==> config.mk <==
export PLATFORM = sky130hd
export DESIGN_NAME = utf8_stream_decoder
export DESIGN_NICKNAME = d
export VERILOG_FILES = /design/src/design/u8d_pkg.sv /design/src/design/utf8_stream_decoder.sv /design/src/design/u8d_decode.sv /design/src/design/u8d_outreg.sv
export SDC_FILE = /design/constraint.sdc
export NUM_CORES = 1
export LEC_CHECK = 0
export ABC_AREA = 1
export BUFFER_PORTS_ARGS = -buffer_cell sky130_fd_sc_hd__buf_4
export CAP_MARGIN = 20
export CORE_MARGIN = 8
export CORE_UTILIZATION = 40
export CTS_CLUSTER_SIZE = 12
export DETAILED_ROUTE_END_ITERATION = 16
export PLACE_DENSITY = 0.71
export SLEW_MARGIN = 20
export SYNTH_ARGS = -nofsm -noshare
export SYNTH_HDL_FRONTEND = slang
export SYNTH_HIERARCHICAL = 1
export SYNTH_SLANG_ARGS = --single-unit
==> constraint.sdc <==
create_clock -name clk -period 3.25 [get_ports clk]
set_input_delay 0.1625 -clock clk [delete_from_list [all_inputs] [get_ports clk]]
set_output_delay 0.1625 -clock clk [all_outputs]
set_load 0.03 [all_outputs]
==> src/design/u8d_pkg.sv <==
// ----------------------------------------------------------------------------
// u8d_pkg: shared types and constants for the UTF-8 stream decoder
// Status codes, the result record passed between stages, and the lead-byte
// masks of the legacy 1-to-6-byte encoding.
// ----------------------------------------------------------------------------
package u8d_pkg;

	localparam int BYTE_W = 8;
	localparam int CP_W   = 31;
	localparam int REM_W  = 3;

	// Payload bits carried by one continuation byte
	localparam int CONT_BITS = 6;

	localparam logic [BYTE_W-1:0] CONT_MASK = 8'hC0;
	localparam logic [BYTE_W-1:0] CONT_TAG  = 8'h80;
	localparam logic [BYTE_W-1:0] CONT_DATA = 8'h3F;

	localparam logic [BYTE_W-1:0] LEAD2_MASK = 8'hE0;
	localparam logic [BYTE_W-1:0] LEAD2_TAG  = 8'hC0;
	localparam logic [BYTE_W-1:0] LEAD2_DATA = 8'h1F;
	localparam logic [BYTE_W-1:0] LEAD3_MASK = 8'hF0;
	localparam logic [BYTE_W-1:0] LEAD3_TAG  = 8'hE0;
	localparam logic [BYTE_W-1:0] LEAD3_DATA = 8'h0F;
	localparam logic [BYTE_W-1:0] LEAD4_MASK = 8'hF8;
	localparam logic [BYTE_W-1:0] LEAD4_TAG  = 8'hF0;
	localparam logic [BYTE_W-1:0] LEAD4_DATA = 8'h07;
	localparam logic [BYTE_W-1:0] LEAD5_MASK = 8'hFC;
	localparam logic [BYTE_W-1:0] LEAD5_TAG  = 8'hF8;
	localparam logic [BYTE_W-1:0] LEAD5_DATA = 8'h03;
	localparam logic [BYTE_W-1:0] LEAD6_MASK = 8'hFE;
	localparam logic [BYTE_W-1:0] LEAD6_TAG  = 8'hFC;
	localparam logic [BYTE_W-1:0] LEAD6_DATA = 8'h01;

	// Deepest sequence: a six-byte lead leaves five continuations open
	localparam logic [REM_W-1:0] REM_MAX = 3'd5;

	typedef enum logic [1:0] {
		ST_CHAR       = 2'd0,
		ST_ACCEPTED   = 2'd1,
		ST_INCOMPLETE = 2'd2,
		ST_BAD        = 2'd3
	} status_t;

	typedef struct packed {
		status_t           status;
		logic [CP_W-1:0]   code_point;
	} result_t;

endpackage

==> src/design/utf8_stream_decoder.sv <==
// ----------------------------------------------------------------------------
// utf8_stream_decoder: legacy six-byte UTF-8 byte stream decoder
// One byte in, one result out: character complete, byte accepted,
// sequence incomplete or bad byte, with the code point of each character.
// ----------------------------------------------------------------------------
//
//  channel | direction | handshake            | payload
//  --------+-----------+----------------------+----------------------------
//  in      | request   | in_valid / in_stall  | in_byte[7:0]
//  out     | result    | out_valid / out_stall| status[1:0], code_point[30:0]
//
//  One byte per cycle sustained while out_stall stays low; a taken request
//  loads the input register, its result is then loaded into the result
//  register when that has room, and it is shown there until taken.
//  The decode step between the two registers is a single mask-and-shift
//  update of the open-sequence count and the 31-bit accumulator.
//  arst_n clears both valid flags and the open-sequence count; the
//  accumulator is only read after a lead byte has written it.
//  in_stall rises only while the input register holds a byte and the
//  result register is full and stalled; out_stall backs up one stage.
//
module utf8_stream_decoder (
	input  logic                        clk,
	input  logic                        arst_n,
	input  logic                        in_valid,
	output logic                        in_stall,
	input  logic [u8d_pkg::BYTE_W-1:0]  in_byte,
	output logic                        out_valid,
	input  logic                        out_stall,
	output logic [1:0]                  status,
	output logic [u8d_pkg::CP_W-1:0]    code_point
);
	import u8d_pkg::*;

	logic              valid_s1;
	logic [BYTE_W-1:0] byte_s1;
	logic              out_ready;
	logic              fire;
	result_t           dec_res;
	result_t           out_res;

	// advance the held byte into the result register when there is room
	assign fire     = valid_s1 && out_ready;
	assign in_stall = valid_s1 && !out_ready;

	always_ff @(posedge clk or negedge arst_n) begin
		if (!arst_n) begin
			valid_s1 <= 1'b0;
		end else if (!in_stall) begin
			valid_s1 <= in_valid;
		end
	end

	// hold the byte while stalled, otherwise capture each new request
	always_ff @(posedge clk) begin
		if (!in_stall && in_valid) begin
			byte_s1 <= in_byte;
		end
	end

	u8d_decode u_decode (
		.clk     (clk),
		.arst_n  (arst_n),
		.fire    (fire),
		.byte_in (byte_s1),
		.res     (dec_res)
	);

	u8d_outreg u_outreg (
		.clk       (clk),
		.arst_n    (arst_n),
		.load      (fire),
		.res_in    (dec_res),
		.ready     (out_ready),
		.out_valid (out_valid),
		.out_stall (out_stall),
		.res_out   (out_res)
	);

	assign status     = out_res.status;
	assign code_point = out_res.code_point;

	a_stall_needs_item: assert property (@(posedge clk) disable iff (!arst_n)
		in_stall |-> (valid_s1 && out_valid && out_stall))
		else $error("utf8_stream_decoder: stall without a blocked byte");

	a_fire_flows: assert property (@(posedge clk) disable iff (!arst_n)
		fire |=> out_valid)
		else $error("utf8_stream_decoder: decoded byte produced no result");

	a_take_fills: assert property (@(posedge clk) disable iff (!arst_n)
		(in_valid && !in_stall) |=> valid_s1)
		else $error("utf8_stream_decoder: accepted byte not held");

endmodule

==> src/design/u8d_decode.sv <==
// ----------------------------------------------------------------------------
// u8d_decode: per-byte decode step and sequence state
// Holds the open-sequence count and the code point accumulator, and turns
// one byte into one result record.
// ----------------------------------------------------------------------------
module u8d_decode (
	input  logic                        clk,
	input  logic                        arst_n,
	input  logic                        fire,
	input  logic [u8d_pkg::BYTE_W-1:0]  byte_in,
	output u8d_pkg::result_t            res
);
	import u8d_pkg::*;

	logic [REM_W-1:0] rem_q, rem_d;
	logic [CP_W-1:0]  acc_q, acc_d;

	always_comb begin
		res.status     = ST_ACCEPTED;
		res.code_point = '0;
		rem_d          = rem_q;
		acc_d          = acc_q;
		if (rem_q != '0) begin
			if ((byte_in & CONT_MASK) == CONT_TAG) begin
				rem_d = rem_q - REM_W'(1);
				acc_d = {acc_q[CP_W-CONT_BITS-1:0], byte_in[CONT_BITS-1:0]};
				if (rem_q == REM_W'(1)) begin
					res.status     = ST_CHAR;
					res.code_point = acc_d;
				end
			end else begin
				// drop the interrupted sequence; the byte is consumed
				rem_d      = '0;
				res.status = ST_INCOMPLETE;
			end
		end else if (!byte_in[BYTE_W-1]) begin
			res.status     = ST_CHAR;
			res.code_point = CP_W'(byte_in);
		end else if ((byte_in & LEAD2_MASK) == LEAD2_TAG) begin
			rem_d = REM_W'(1);
			acc_d = CP_W'(byte_in & LEAD2_DATA);
		end else if ((byte_in & LEAD3_MASK) == LEAD3_TAG) begin
			rem_d = REM_W'(2);
			acc_d = CP_W'(byte_in & LEAD3_DATA);
		end else if ((byte_in & LEAD4_MASK) == LEAD4_TAG) begin
			rem_d = REM_W'(3);
			acc_d = CP_W'(byte_in & LEAD4_DATA);
		end else if ((byte_in & LEAD5_MASK) == LEAD5_TAG) begin
			rem_d = REM_W'(4);
			acc_d = CP_W'(byte_in & LEAD5_DATA);
		end else if ((byte_in & LEAD6_MASK) == LEAD6_TAG) begin
			rem_d = REM_MAX;
			acc_d = CP_W'(byte_in & LEAD6_DATA);
		end else begin
			res.status = ST_BAD;
		end
	end

	always_ff @(posedge clk or negedge arst_n) begin
		if (!arst_n) begin
			rem_q <= '0;
		end else if (fire) begin
			rem_q <= rem_d;
		end
	end

	always_ff @(posedge clk) begin
		if (fire) begin
			acc_q <= acc_d;
		end
	end

	a_rem_range: assert property (@(posedge clk) disable iff (!arst_n)
		rem_q <= REM_MAX)
		else $error("u8d_decode: open count beyond five");

	a_last_cont: assert property (@(posedge clk) disable iff (!arst_n)
		(fire && rem_q != '0 && res.status == ST_CHAR) |-> rem_q == REM_W'(1))
		else $error("u8d_decode: character completed early");

	a_lead_opens: assert property (@(posedge clk) disable iff (!arst_n)
		(fire && rem_q == '0 && res.status == ST_ACCEPTED) |=> rem_q != '0)
		else $error("u8d_decode: lead byte opened no sequence");

	a_break_clears: assert property (@(posedge clk) disable iff (!arst_n)
		(fire && res.status == ST_INCOMPLETE) |=> rem_q == '0)
		else $error("u8d_decode: interrupted sequence left open");

endmodule

==> src/design/u8d_outreg.sv <==
// ----------------------------------------------------------------------------
// u8d_outreg: result register
// Holds one result record until the consumer takes it.
// ----------------------------------------------------------------------------
module u8d_outreg (
	input  logic              clk,
	input  logic              arst_n,
	input  logic              load,
	input  u8d_pkg::result_t  res_in,
	output logic              ready,
	output logic              out_valid,
	input  logic              out_stall,
	output u8d_pkg::result_t  res_out
);
	import u8d_pkg::*;

	logic    valid_q;
	result_t res_q;

	// take a new record when empty or when the held one leaves this cycle
	assign ready     = !valid_q || !out_stall;
	assign out_valid = valid_q;
	assign res_out   = res_q;

	always_ff @(posedge clk or negedge arst_n) begin
		if (!arst_n) begin
			valid_q <= 1'b0;
		end else if (ready) begin
			valid_q <= load;
		end
	end

	always_ff @(posedge clk) begin
		if (ready && load) begin
			res_q <= res_in;
		end
	end

	a_cp_zero: assert property (@(posedge clk) disable iff (!arst_n)
		(valid_q && res_q.status != ST_CHAR) |-> res_q.code_point == '0)
		else $error("u8d_outreg: code point set on a non-character result");

	a_no_load_full: assert property (@(posedge clk) disable iff (!arst_n)
		(valid_q && out_stall) |=> valid_q)
		else $error("u8d_outreg: held result lost");

	a_load_shows: assert property (@(posedge clk) disable iff (!arst_n)
		(ready && load) |=> valid_q)
		else $error("u8d_outreg: loaded result not shown");

endmodule

**Word level (Yosys, flattened, before mapping)**

Index checks and enable logic that the tools add are counted.

- Output and inout bits: 35
- Register bits: 71
- Word-level logic and storage cells: 57
- Bits of input ports: 12

- Add/sub/neg operators: 1
- Reduce and logical (&&, ||, !) cells: 14
- Equality and inequality tests: 8
- Multiplexer cells: 27

Operators with widths:

| cell | number |
|---|---|
| 25-bit 2-to-1 mux | 8 |
| 33-bit 2-to-1 mux | 1 |
| 32-bit 2-to-1 mux | 1 |
| 31-bit 2-to-1 mux | 1 |
| 3-bit 2-to-1 mux | 8 |
| 2-bit 2-to-1 mux | 7 |
| 7-bit == test, second input constant | 1 |
| 7-bit 2-to-1 mux | 1 |
| 6-bit == test, second input constant | 1 |
| 6-bit nonzero test | 1 |
| 5-bit == test, second input constant | 1 |
| 4-bit == test, second input constant | 1 |
| 1-bit logical AND | 4 |
| 1-bit zero test | 4 |
| 4-bit AND reduction | 1 |
| 3-bit by 1-bit == test with 1-bit output, second input constant | 1 |
| 3-bit == test, second input constant | 1 |
| 3-bit AND reduction | 1 |
| 3-bit nonzero test | 1 |
| 3-bit by 1-bit subtractor with 3-bit output, second input constant | 1 |
| 2-bit == test, second input constant | 1 |
| 2-bit != test, second input constant | 1 |
| 2-bit nonzero test | 1 |
| 1-bit logical OR | 1 |

**Longest topological paths before layout**

Gate-level depths: netlist of run 1.

- Depth in word-level cells: 8
- Depth in mapped cells: 9
- Gate-level depth less buffers: 9

**Cells and area by module**

The synthesis of run 1 kept the hierarchy.

By module, submodules not included:

| module | cells an instance | seq. area each (um^2) | instances | area each (um^2) |
|---|---|---|---|---|
| u8d_decode | 174 | 825.8 | 1 | 1532.7 |
| u8d_outreg | 38 | 1016.0 | 1 | 1032.2 |
| utf8_stream_decoder | 17 | 265.3 | 1 | 305.3 |

**Least setup slack after synthesis of run 1**

Ideal clock, no wire load.

- Path kind: flip-flop to flip-flop
- Start point: reg u_outreg.valid_q, in the netlist u_outreg/out_valid
- End point: reg u_outreg.res_q (netlist bit u_outreg/res_out[0]), enable pin
- Required time: 2.816 ns
- Path slack: 0.241 ns
- Path buffers: 0
- Period minus slack after synthesis: 3.009 ns
- Stages on the path, launching flop included: 6
- Setup time: 0.434 ns
- Data arrival time: 2.575 ns
- Cell sequence: dfrtp_1 > nand2_1 > nand2_1 > inv_1 > inv_1 > a21oi_1

- Cells in the longest elaborated chain, start to end: 4

RTL lines:

| element | line | text |
|---|---|---|
| start: declaration | u8d_outreg.sv:17 | `logic valid_q;` |
| start signal: assignment | u8d_outreg.sv:29 | `valid_q <= load;` |
| 1-bit zero test | u8d_outreg.sv:21 | `assign ready = !valid_q \|\| !out_stall;` |
| 1-bit logical OR | u8d_outreg.sv:21 |  |
| net out_ready | utf8_stream_decoder.sv:37 | `logic out_ready;` |
| 1-bit logical AND | utf8_stream_decoder.sv:43 | `assign fire = valid_s1 && out_ready;` |
| net fire | utf8_stream_decoder.sv:38 | `logic fire;` |
| 1-bit logical AND | u8d_outreg.sv:34 | `if (ready && load) begin` |
| end signal: assignment | u8d_outreg.sv:35 | `res_q <= res_in;` |
| end: declaration | u8d_outreg.sv:18 | `result_t res_q;` |

The timed path passes the listed nets, and every way through them passes these cells.
A chain may end at the register's enable or synchronous reset.

**Worst setup path after layout of run 1**

- Start point: reg u_outreg.valid_q, in the netlist u_outreg/out_valid
- End point: reg u_outreg.res_q (netlist bit u_outreg/res_out[32]), enable pin

The elaborated chain is that of the path after synthesis.

==> results.yml, run 1 <==
run_status:
  status: "finished, final reports clean"
logic_synthesis:
  synthTopCellsByArea: "edfxtp_1 (69%), nor2_1 (6.1%), inv_1 (5.8%)"
  yosysSeqAreaShare_pct: 73.4
  synth-edff-count: 66
  ys_ff_latch: 71
  synth_flop_cell: "edfxtp_1"
  synth_nets: 244
  yosysWarnings: 6
  yosysTopAreaCellShare_pct: 69.0
  synth.most_common_cell: "edfxtp_1"
  yosys.area.top_type: "edfxtp_1"
  netlist_top_cells_count: "edfxtp_1 (66), nor2_1 (47), inv_1 (44)"
  syn_inst: 229
  avgSynthCellArea_um2: 12.5
  ys_types: 26
  async_flop_share_pct: 7.04
  netlist_area_um2: 2870
power_and_ir_drop:
  leakage_nw: 1.58
  powerDensity_nw_per_um2: 761
  total_power_w: 0.00276
  vdd_drop_max_uv: 442
hold_path:
  hold_path_class: "in2reg"
  hp-start: "in_valid"
  min_to: "valid_s1"
  hold_depth: 3
clock_tree:
  htreeDepth: 3
  root_buffer: "clkbuf_8"
  post_cts_resized: 0
  clock_latency_ps: 350
  clkTransAtPathRegs_ps: 70
  cts_tree: "built"
  cts_sinks: 71
  numCtsBuffers: 9
  clock_path_buffers: 2
final_layout:
  syn2layout_area_growth_pct: 26.2
  num_antenna_cells: 0
  nNetsFinal: 308
  fin_area_um2: 3620
  final_util_pct: 51.0
  drive_above_1_share_pct: 29.9
timing:
  worstMarginPinSlew_ps: 560
  tns_ps: 0
  finalCritPeriodShare_pct: 63.9
  rsz0062_at_grt: "no"
  skew_ps: 8.46
  hold_viol: 0
  fmax_ghz: 0.482
  slew_headroom_pct: 62.6
  setup_viol: 0
  finalCriticalPeriod_ps: 2080
  final_max_slew_viol_count: 0
global_routing:
  grt_pass1_wl_mm: 7.95
  grt_pass1_vias: 1770
  gr-total-overflow: 0
  grt_max_degree: 26
  grt_use_total_pct: 10.4
  antenna_found_initial: 0
worst_setup_path:
  r2r-start: "u_outreg/out_valid"
  worstPathCellList: "nand2_1 > nand2_1 > inv_1 > inv_1 > a21oi_4 > buf_4"
  critPathLaunchType: "flip-flop"
  r2r_end: "u_outreg/res_out[32]"
  slowest_delay_ps: 460
  critPathCaptureType: "flip-flop"
  r2r_cells: 6
  crit_path_top_delay_cell: "a21oi_4"
  arrival_ps: 2110
  path_class: "reg2reg"
  crit_fanout: 18
  r2r_setup_slack_ps: 1170
  critPathRequiredTime_ps: 3280
placed_design:
  placed_area_um2: 3340
  io_buffers: 46
  dp_hpwl_mm: 3.28
  finalWeightedCongestion: 0.807
routing:
  drt_iter0_drc: 63
  postRouteAntennaNets: 0
  num_vias: 1723
  via_per_inst: 4.34
  top_layer: "met4"
  drt_pre_antenna_iters: 4
  wl_per_cell_um: 12.2
  routed_wirelength_mm: 4.86
  drc: 0
  wl_met3_um: 480
  met2WireLength_mm: 2.39
  met1_length_mm: 1.93
die:
  die_x_um: 101
  fp.dieH_um: 101
  row_count: 31
  dieArea_um2: 10100
  fp.coreArea_um2: 7100
  start_util_pct: 40.4
  num_io_pins: 47
flow_run:
  drv_cap: 0
layout make-up:
type / instances / area [um^2]
Clock buffer: 9 / 124
Clock inverter: 7 / 71.3
Fill cell: 611 / 3480
Inverter: 47 / 179
Multi-Input combinational cell: 107 / 567
Sequential cell: 71 / 2110
Tap cell: 99 / 124
Timing Repair Buffer: 57 / 450
registers in the layout, summed over array words and instances (netlist names):
name and count:
u_outreg/res_out 33, u_decode/acc_q 25, byte_s1 8, u_decode/rem_q 3, u_outreg/out_valid 1, valid_s1 1
per-stage QoR:
step	setup WS, ps	hold WS (ps)	cells
after global placement	1240	-34.3	372
after global routing	1010	29.2	397
after CTS	1160	8.90	397
final	1170	37.0	397
after detailed placement	1190	-32.3	372
after floorplan	241	-133	229
worst max path at each step:
stage                        from                    to  slack, ps  cells past startpoint
3_3_place_gp   u_outreg/out_valid  u_outreg/res_out[15]       1240                      6
6_report       u_outreg/out_valid  u_outreg/res_out[32]       1170                      6
5_1_grt        u_outreg/out_valid  u_outreg/res_out[32]       1010                      6
4_1_cts        u_outreg/out_valid  u_outreg/res_out[32]       1160                      6
2_1_floorplan  u_outreg/out_valid   u_outreg/res_out[0]        240                      5
3_5_place_dp   u_outreg/out_valid  u_outreg/res_out[21]       1190                      6
per-layer routing:
metal / global-route usage [%] / vias to the layer above
met1: 10.4 / 796
met3: 6.28 / 9
met5: 0 / -
met4: 3.84 / 0
met2: 17.1 / 54
li1: - / 864
critical path: cells and delay by family, from the launching register on:
kind	cells	cell delay, ps
compound gates	1	460
simple gates	2	260
flops	1	430
buf+inv	3	610
kinds of logic (layout without fill, tap and decap cells):
logic type      count (synthesis)  in the layout  synth area share, %
compound gates                 10             10                 2.48
xor+xnor                        1              1                0.305
fa+ha+maj                       3              3                 1.31
buf+inv                        51            120                 7.37
flops                          71             71                 73.4
simple gates                   93             93                 15.1
power by group:
group | internal, W | switching, W
clock network | 0.000353 | 0.000332
registers | 0.00125 | 0.0000538
logic | 0.000230 | 0.000540
total | 0.00183 | 0.000926
cell usage in the layout, fill, tap and decap left out, types with 5 or more instances in the layout:
cell | netlist | routed
nand3_1 | 6 | 6
edfxtp_1 | 66 | 66
buf_4 | 0 | 48
clkbuf_8 | 0 | 9
inv_1 | 44 | 44
dfrtp_1 | 5 | 5
nor2_1 | 47 | 47
dlygate4sd3_1 | 0 | 9
nor2_2 | 10 | 10
nand2_1 | 22 | 22
what timing repair did:
action                                 CTS  global route
endpoints found under the hold margin   13             0
hold buffers                             9             0
setup buffers                            0             0
Power figures use the tool's default switching activity.
==> run 2: changes to the inputs <==
Settings changed: ABC_AREA 1 to 0, PLACE_DENSITY 0.71 to 0.73.
Clock period 3.25 ns to 1.8 ns, I/O delays scaled along.
==> results.yml, run 2 <==
die:
  fp.dieH_um: 101
  num_io_pins: 47
  dieArea_um2: 10200
  fp.coreArea_um2: 7140
  start_util_pct: 40.6
  die_x_um: 101
  row_count: 31
logic_synthesis:
  netlist_top_cells_count: "edfxtp_1 (66), and2_1 (29), and2_2 (25)"
  synth-edff-count: 66
  ys_types: 37
  yosysSeqAreaShare_pct: 72.7
  yosysTopAreaCellShare_pct: 68.4
  synth_nets: 201
  synthTopCellsByArea: "edfxtp_1 (68%), and2_2 (6.5%), and2_1 (6.3%)"
  synth.most_common_cell: "edfxtp_1"
  async_flop_share_pct: 7.04
  yosys.area.top_type: "edfxtp_1"
  yosysWarnings: 6
  avgSynthCellArea_um2: 15.6
  ys_ff_latch: 71
  netlist_area_um2: 2900
  synth_flop_cell: "edfxtp_1"
  syn_inst: 186
routing:
  wl_per_cell_um: 13.2
  num_vias: 1644
  via_per_inst: 4.54
  drc: 0
  drt_iter0_drc: 67
  postRouteAntennaNets: 0
  drt_pre_antenna_iters: 4
  routed_wirelength_mm: 4.79
worst_setup_path:
  critPathCaptureType: "flip-flop"
  slowest_delay_ps: 350
  worstPathCellList: "inv_1 > ha_1 > nor2b_1 > nor3b_4 > or2_2 > and2_1"
  critPathRequiredTime_ps: 1900
  r2r_end: "u_outreg/res_out[3]"
  path_class: "reg2reg"
  r2r_setup_slack_ps: 130
  r2r_cells: 6
  critPathLaunchType: "flip-flop"
  crit_path_top_delay_cell: "dfrtp_1"
  r2r-start: "u_decode/rem_q[1]"
  arrival_ps: 1770
  crit_fanout: 6
timing:
  tns_ps: 0
  slew_headroom_pct: 73.8
  fmax_ghz: 0.598
  setup_viol: 0
  hold_viol: 0
  skew_ps: 7.29
  finalCritPeriodShare_pct: 92.9
  rsz0062_at_grt: "no"
  worstMarginPinSlew_ps: 393
  finalCriticalPeriod_ps: 1670
  final_max_slew_viol_count: 0
  fin_ws_ps: 129
run_status:
  status: "finished, final reports clean"
global_routing:
  grt_max_degree: 34
  grt_pass1_vias: 1728
  gr-total-overflow: 0
  antenna_found_initial: 0
  grt_pass1_wl_mm: 7.97
  grt_use_total_pct: 10.2
clock_tree:
  clock_latency_ps: 340
  htreeDepth: 3
  numCtsBuffers: 9
  post_cts_resized: 0
  cts_tree: "built"
  root_buffer: "clkbuf_8"
  cts_sinks: 71
  clock_path_buffers: 2
  clkTransAtPathRegs_ps: 70
final_layout:
  num_antenna_cells: 0
  syn2layout_area_growth_pct: 31.4
  fill_cells: 595
  nNetsFinal: 273
  largest_register_ffs: 33
  layout_common_cells: "edfxtp_1 (66), buf_4 (54), and2_1 (28), and2_2 (25), dlygate4sd3_1 (11)"
  drive_above_1_share_pct: 43.3
  final_common_cell: "edfxtp_1"
placed_design:
  finalWeightedCongestion: 0.764
  io_buffers: 46
  dp_hpwl_mm: 3.29
  dpl_worst_slack_ps: 125
power_and_ir_drop:
  vdd_drop_max_uv: 674
  powerDensity_nw_per_um2: 1360
  leakage_nw: 1.49
flow_run:
  drv_cap: 0
hold_path:
  hold_path_class: "in2async"
==> run 2: cell count changes in the layout (fill, tap and decap cells not counted), moves of 6 or more <==
cell / delta
inv_1: -41
and2_2: +25
buf_4: +6
nand2_1: -17
nor2_1: -45
nor2_2: -10
and2_1: +28
==> run 2: kinds of logic after synthesis <==
kind of cell,count (synthesis),share of synthesized area [%]
buffers and inverters,10,1.55
flip-flops,71,72.7
AND/OR/NAND/NOR,79,18.8
adder cells (fa/ha/maj),3,1.29
multiplexers,2,0.734
AO/OA/AOI/OAI,21,4.92
==> run 2: metrics by stage <==
step | instance area [um^2] | power (W) | std cells | hold slack (ps) | utilization [%]
2_1_floorplan | 2940 | 0.00338 | 186 | -206 | -
3_3_place_gp | 3470 | 0.00380 | 334 | -104 | 48.6
3_5_place_dp | 3470 | 0.00383 | 334 | -103 | 48.6
4_1_cts | 3800 | 0.00524 | 361 | 70.7 | 53.3
5_1_grt | 3810 | 0.00549 | 362 | 67.0 | 53.4
6_report | 3810 | 0.00520 | 362 | 86.1 | 53.4
==> run 2: worst max-delay path by stage <==
stage	endpoint	depth (start not counted)	startpoint
final	u_outreg/res_out[3]	6	u_decode/rem_q[1]
after floorplan	u_decode/acc_q[0]	5	u_decode/rem_q[1]
after global placement	u_outreg/res_out[3]	5	u_decode/rem_q[0]
after detailed placement	u_outreg/res_out[3]	6	u_decode/rem_q[1]
after CTS	u_outreg/res_out[9]	6	u_decode/rem_q[1]
after global routing	u_outreg/res_out[9]	6	u_decode/rem_q[1]
==> run 2: area by class of cell <==
type / instances / area (um^2) / share of cell area, %
tap: 99 / 124 / 3.25
sequential: 71 / 2110 / 55.3
timing repair buffer: 67 / 556 / 14.6
inverter: 4 / 15.0 / 0.394
clock buffer: 9 / 124 / 3.25
multi-input combinational: 105 / 781 / 20.5
clock inverter: 7 / 103 / 2.69
==> run 2: where the power goes <==
part	internal, W	total [W]	switching, W
Clock	0.000793	0.00140	0.000608
Sequential	0.00225	0.00237	0.000122
Combinational	0.000633	0.00142	0.000790
Total	0.00368	0.00520	0.00152
==> run 2: layer usage <==
metal | track usage, % | share of wire, % | vias up
li1 | - | - | 805
met1 | 11.0 | 42 | 776
met2 | 16.3 | 48 | 55
met3 | 5.50 | 8.7 | 8
met4 | 3.89 | 1.0 | 0
met5 | 0 | 0 | -
==> run 2: timing repair <==
| item | in CTS | in global routing |
|---|---|---|
| hold buffers | 11 | 0 |
| hold endpoints to repair | 15 | 0 |
| setup buffers | 0 | 1 |
| endpoints found under the setup margin | 0 | 20 |
==> run 2: worst max-delay path, delay by kind of cell, from the launching register on <==
kind | cells | cell delay (ps)
buffers and inverters | 1 | 90
adders and majority gates | 1 | 180
and+or+nand+nor | 4 | 820
DFF | 1 | 350
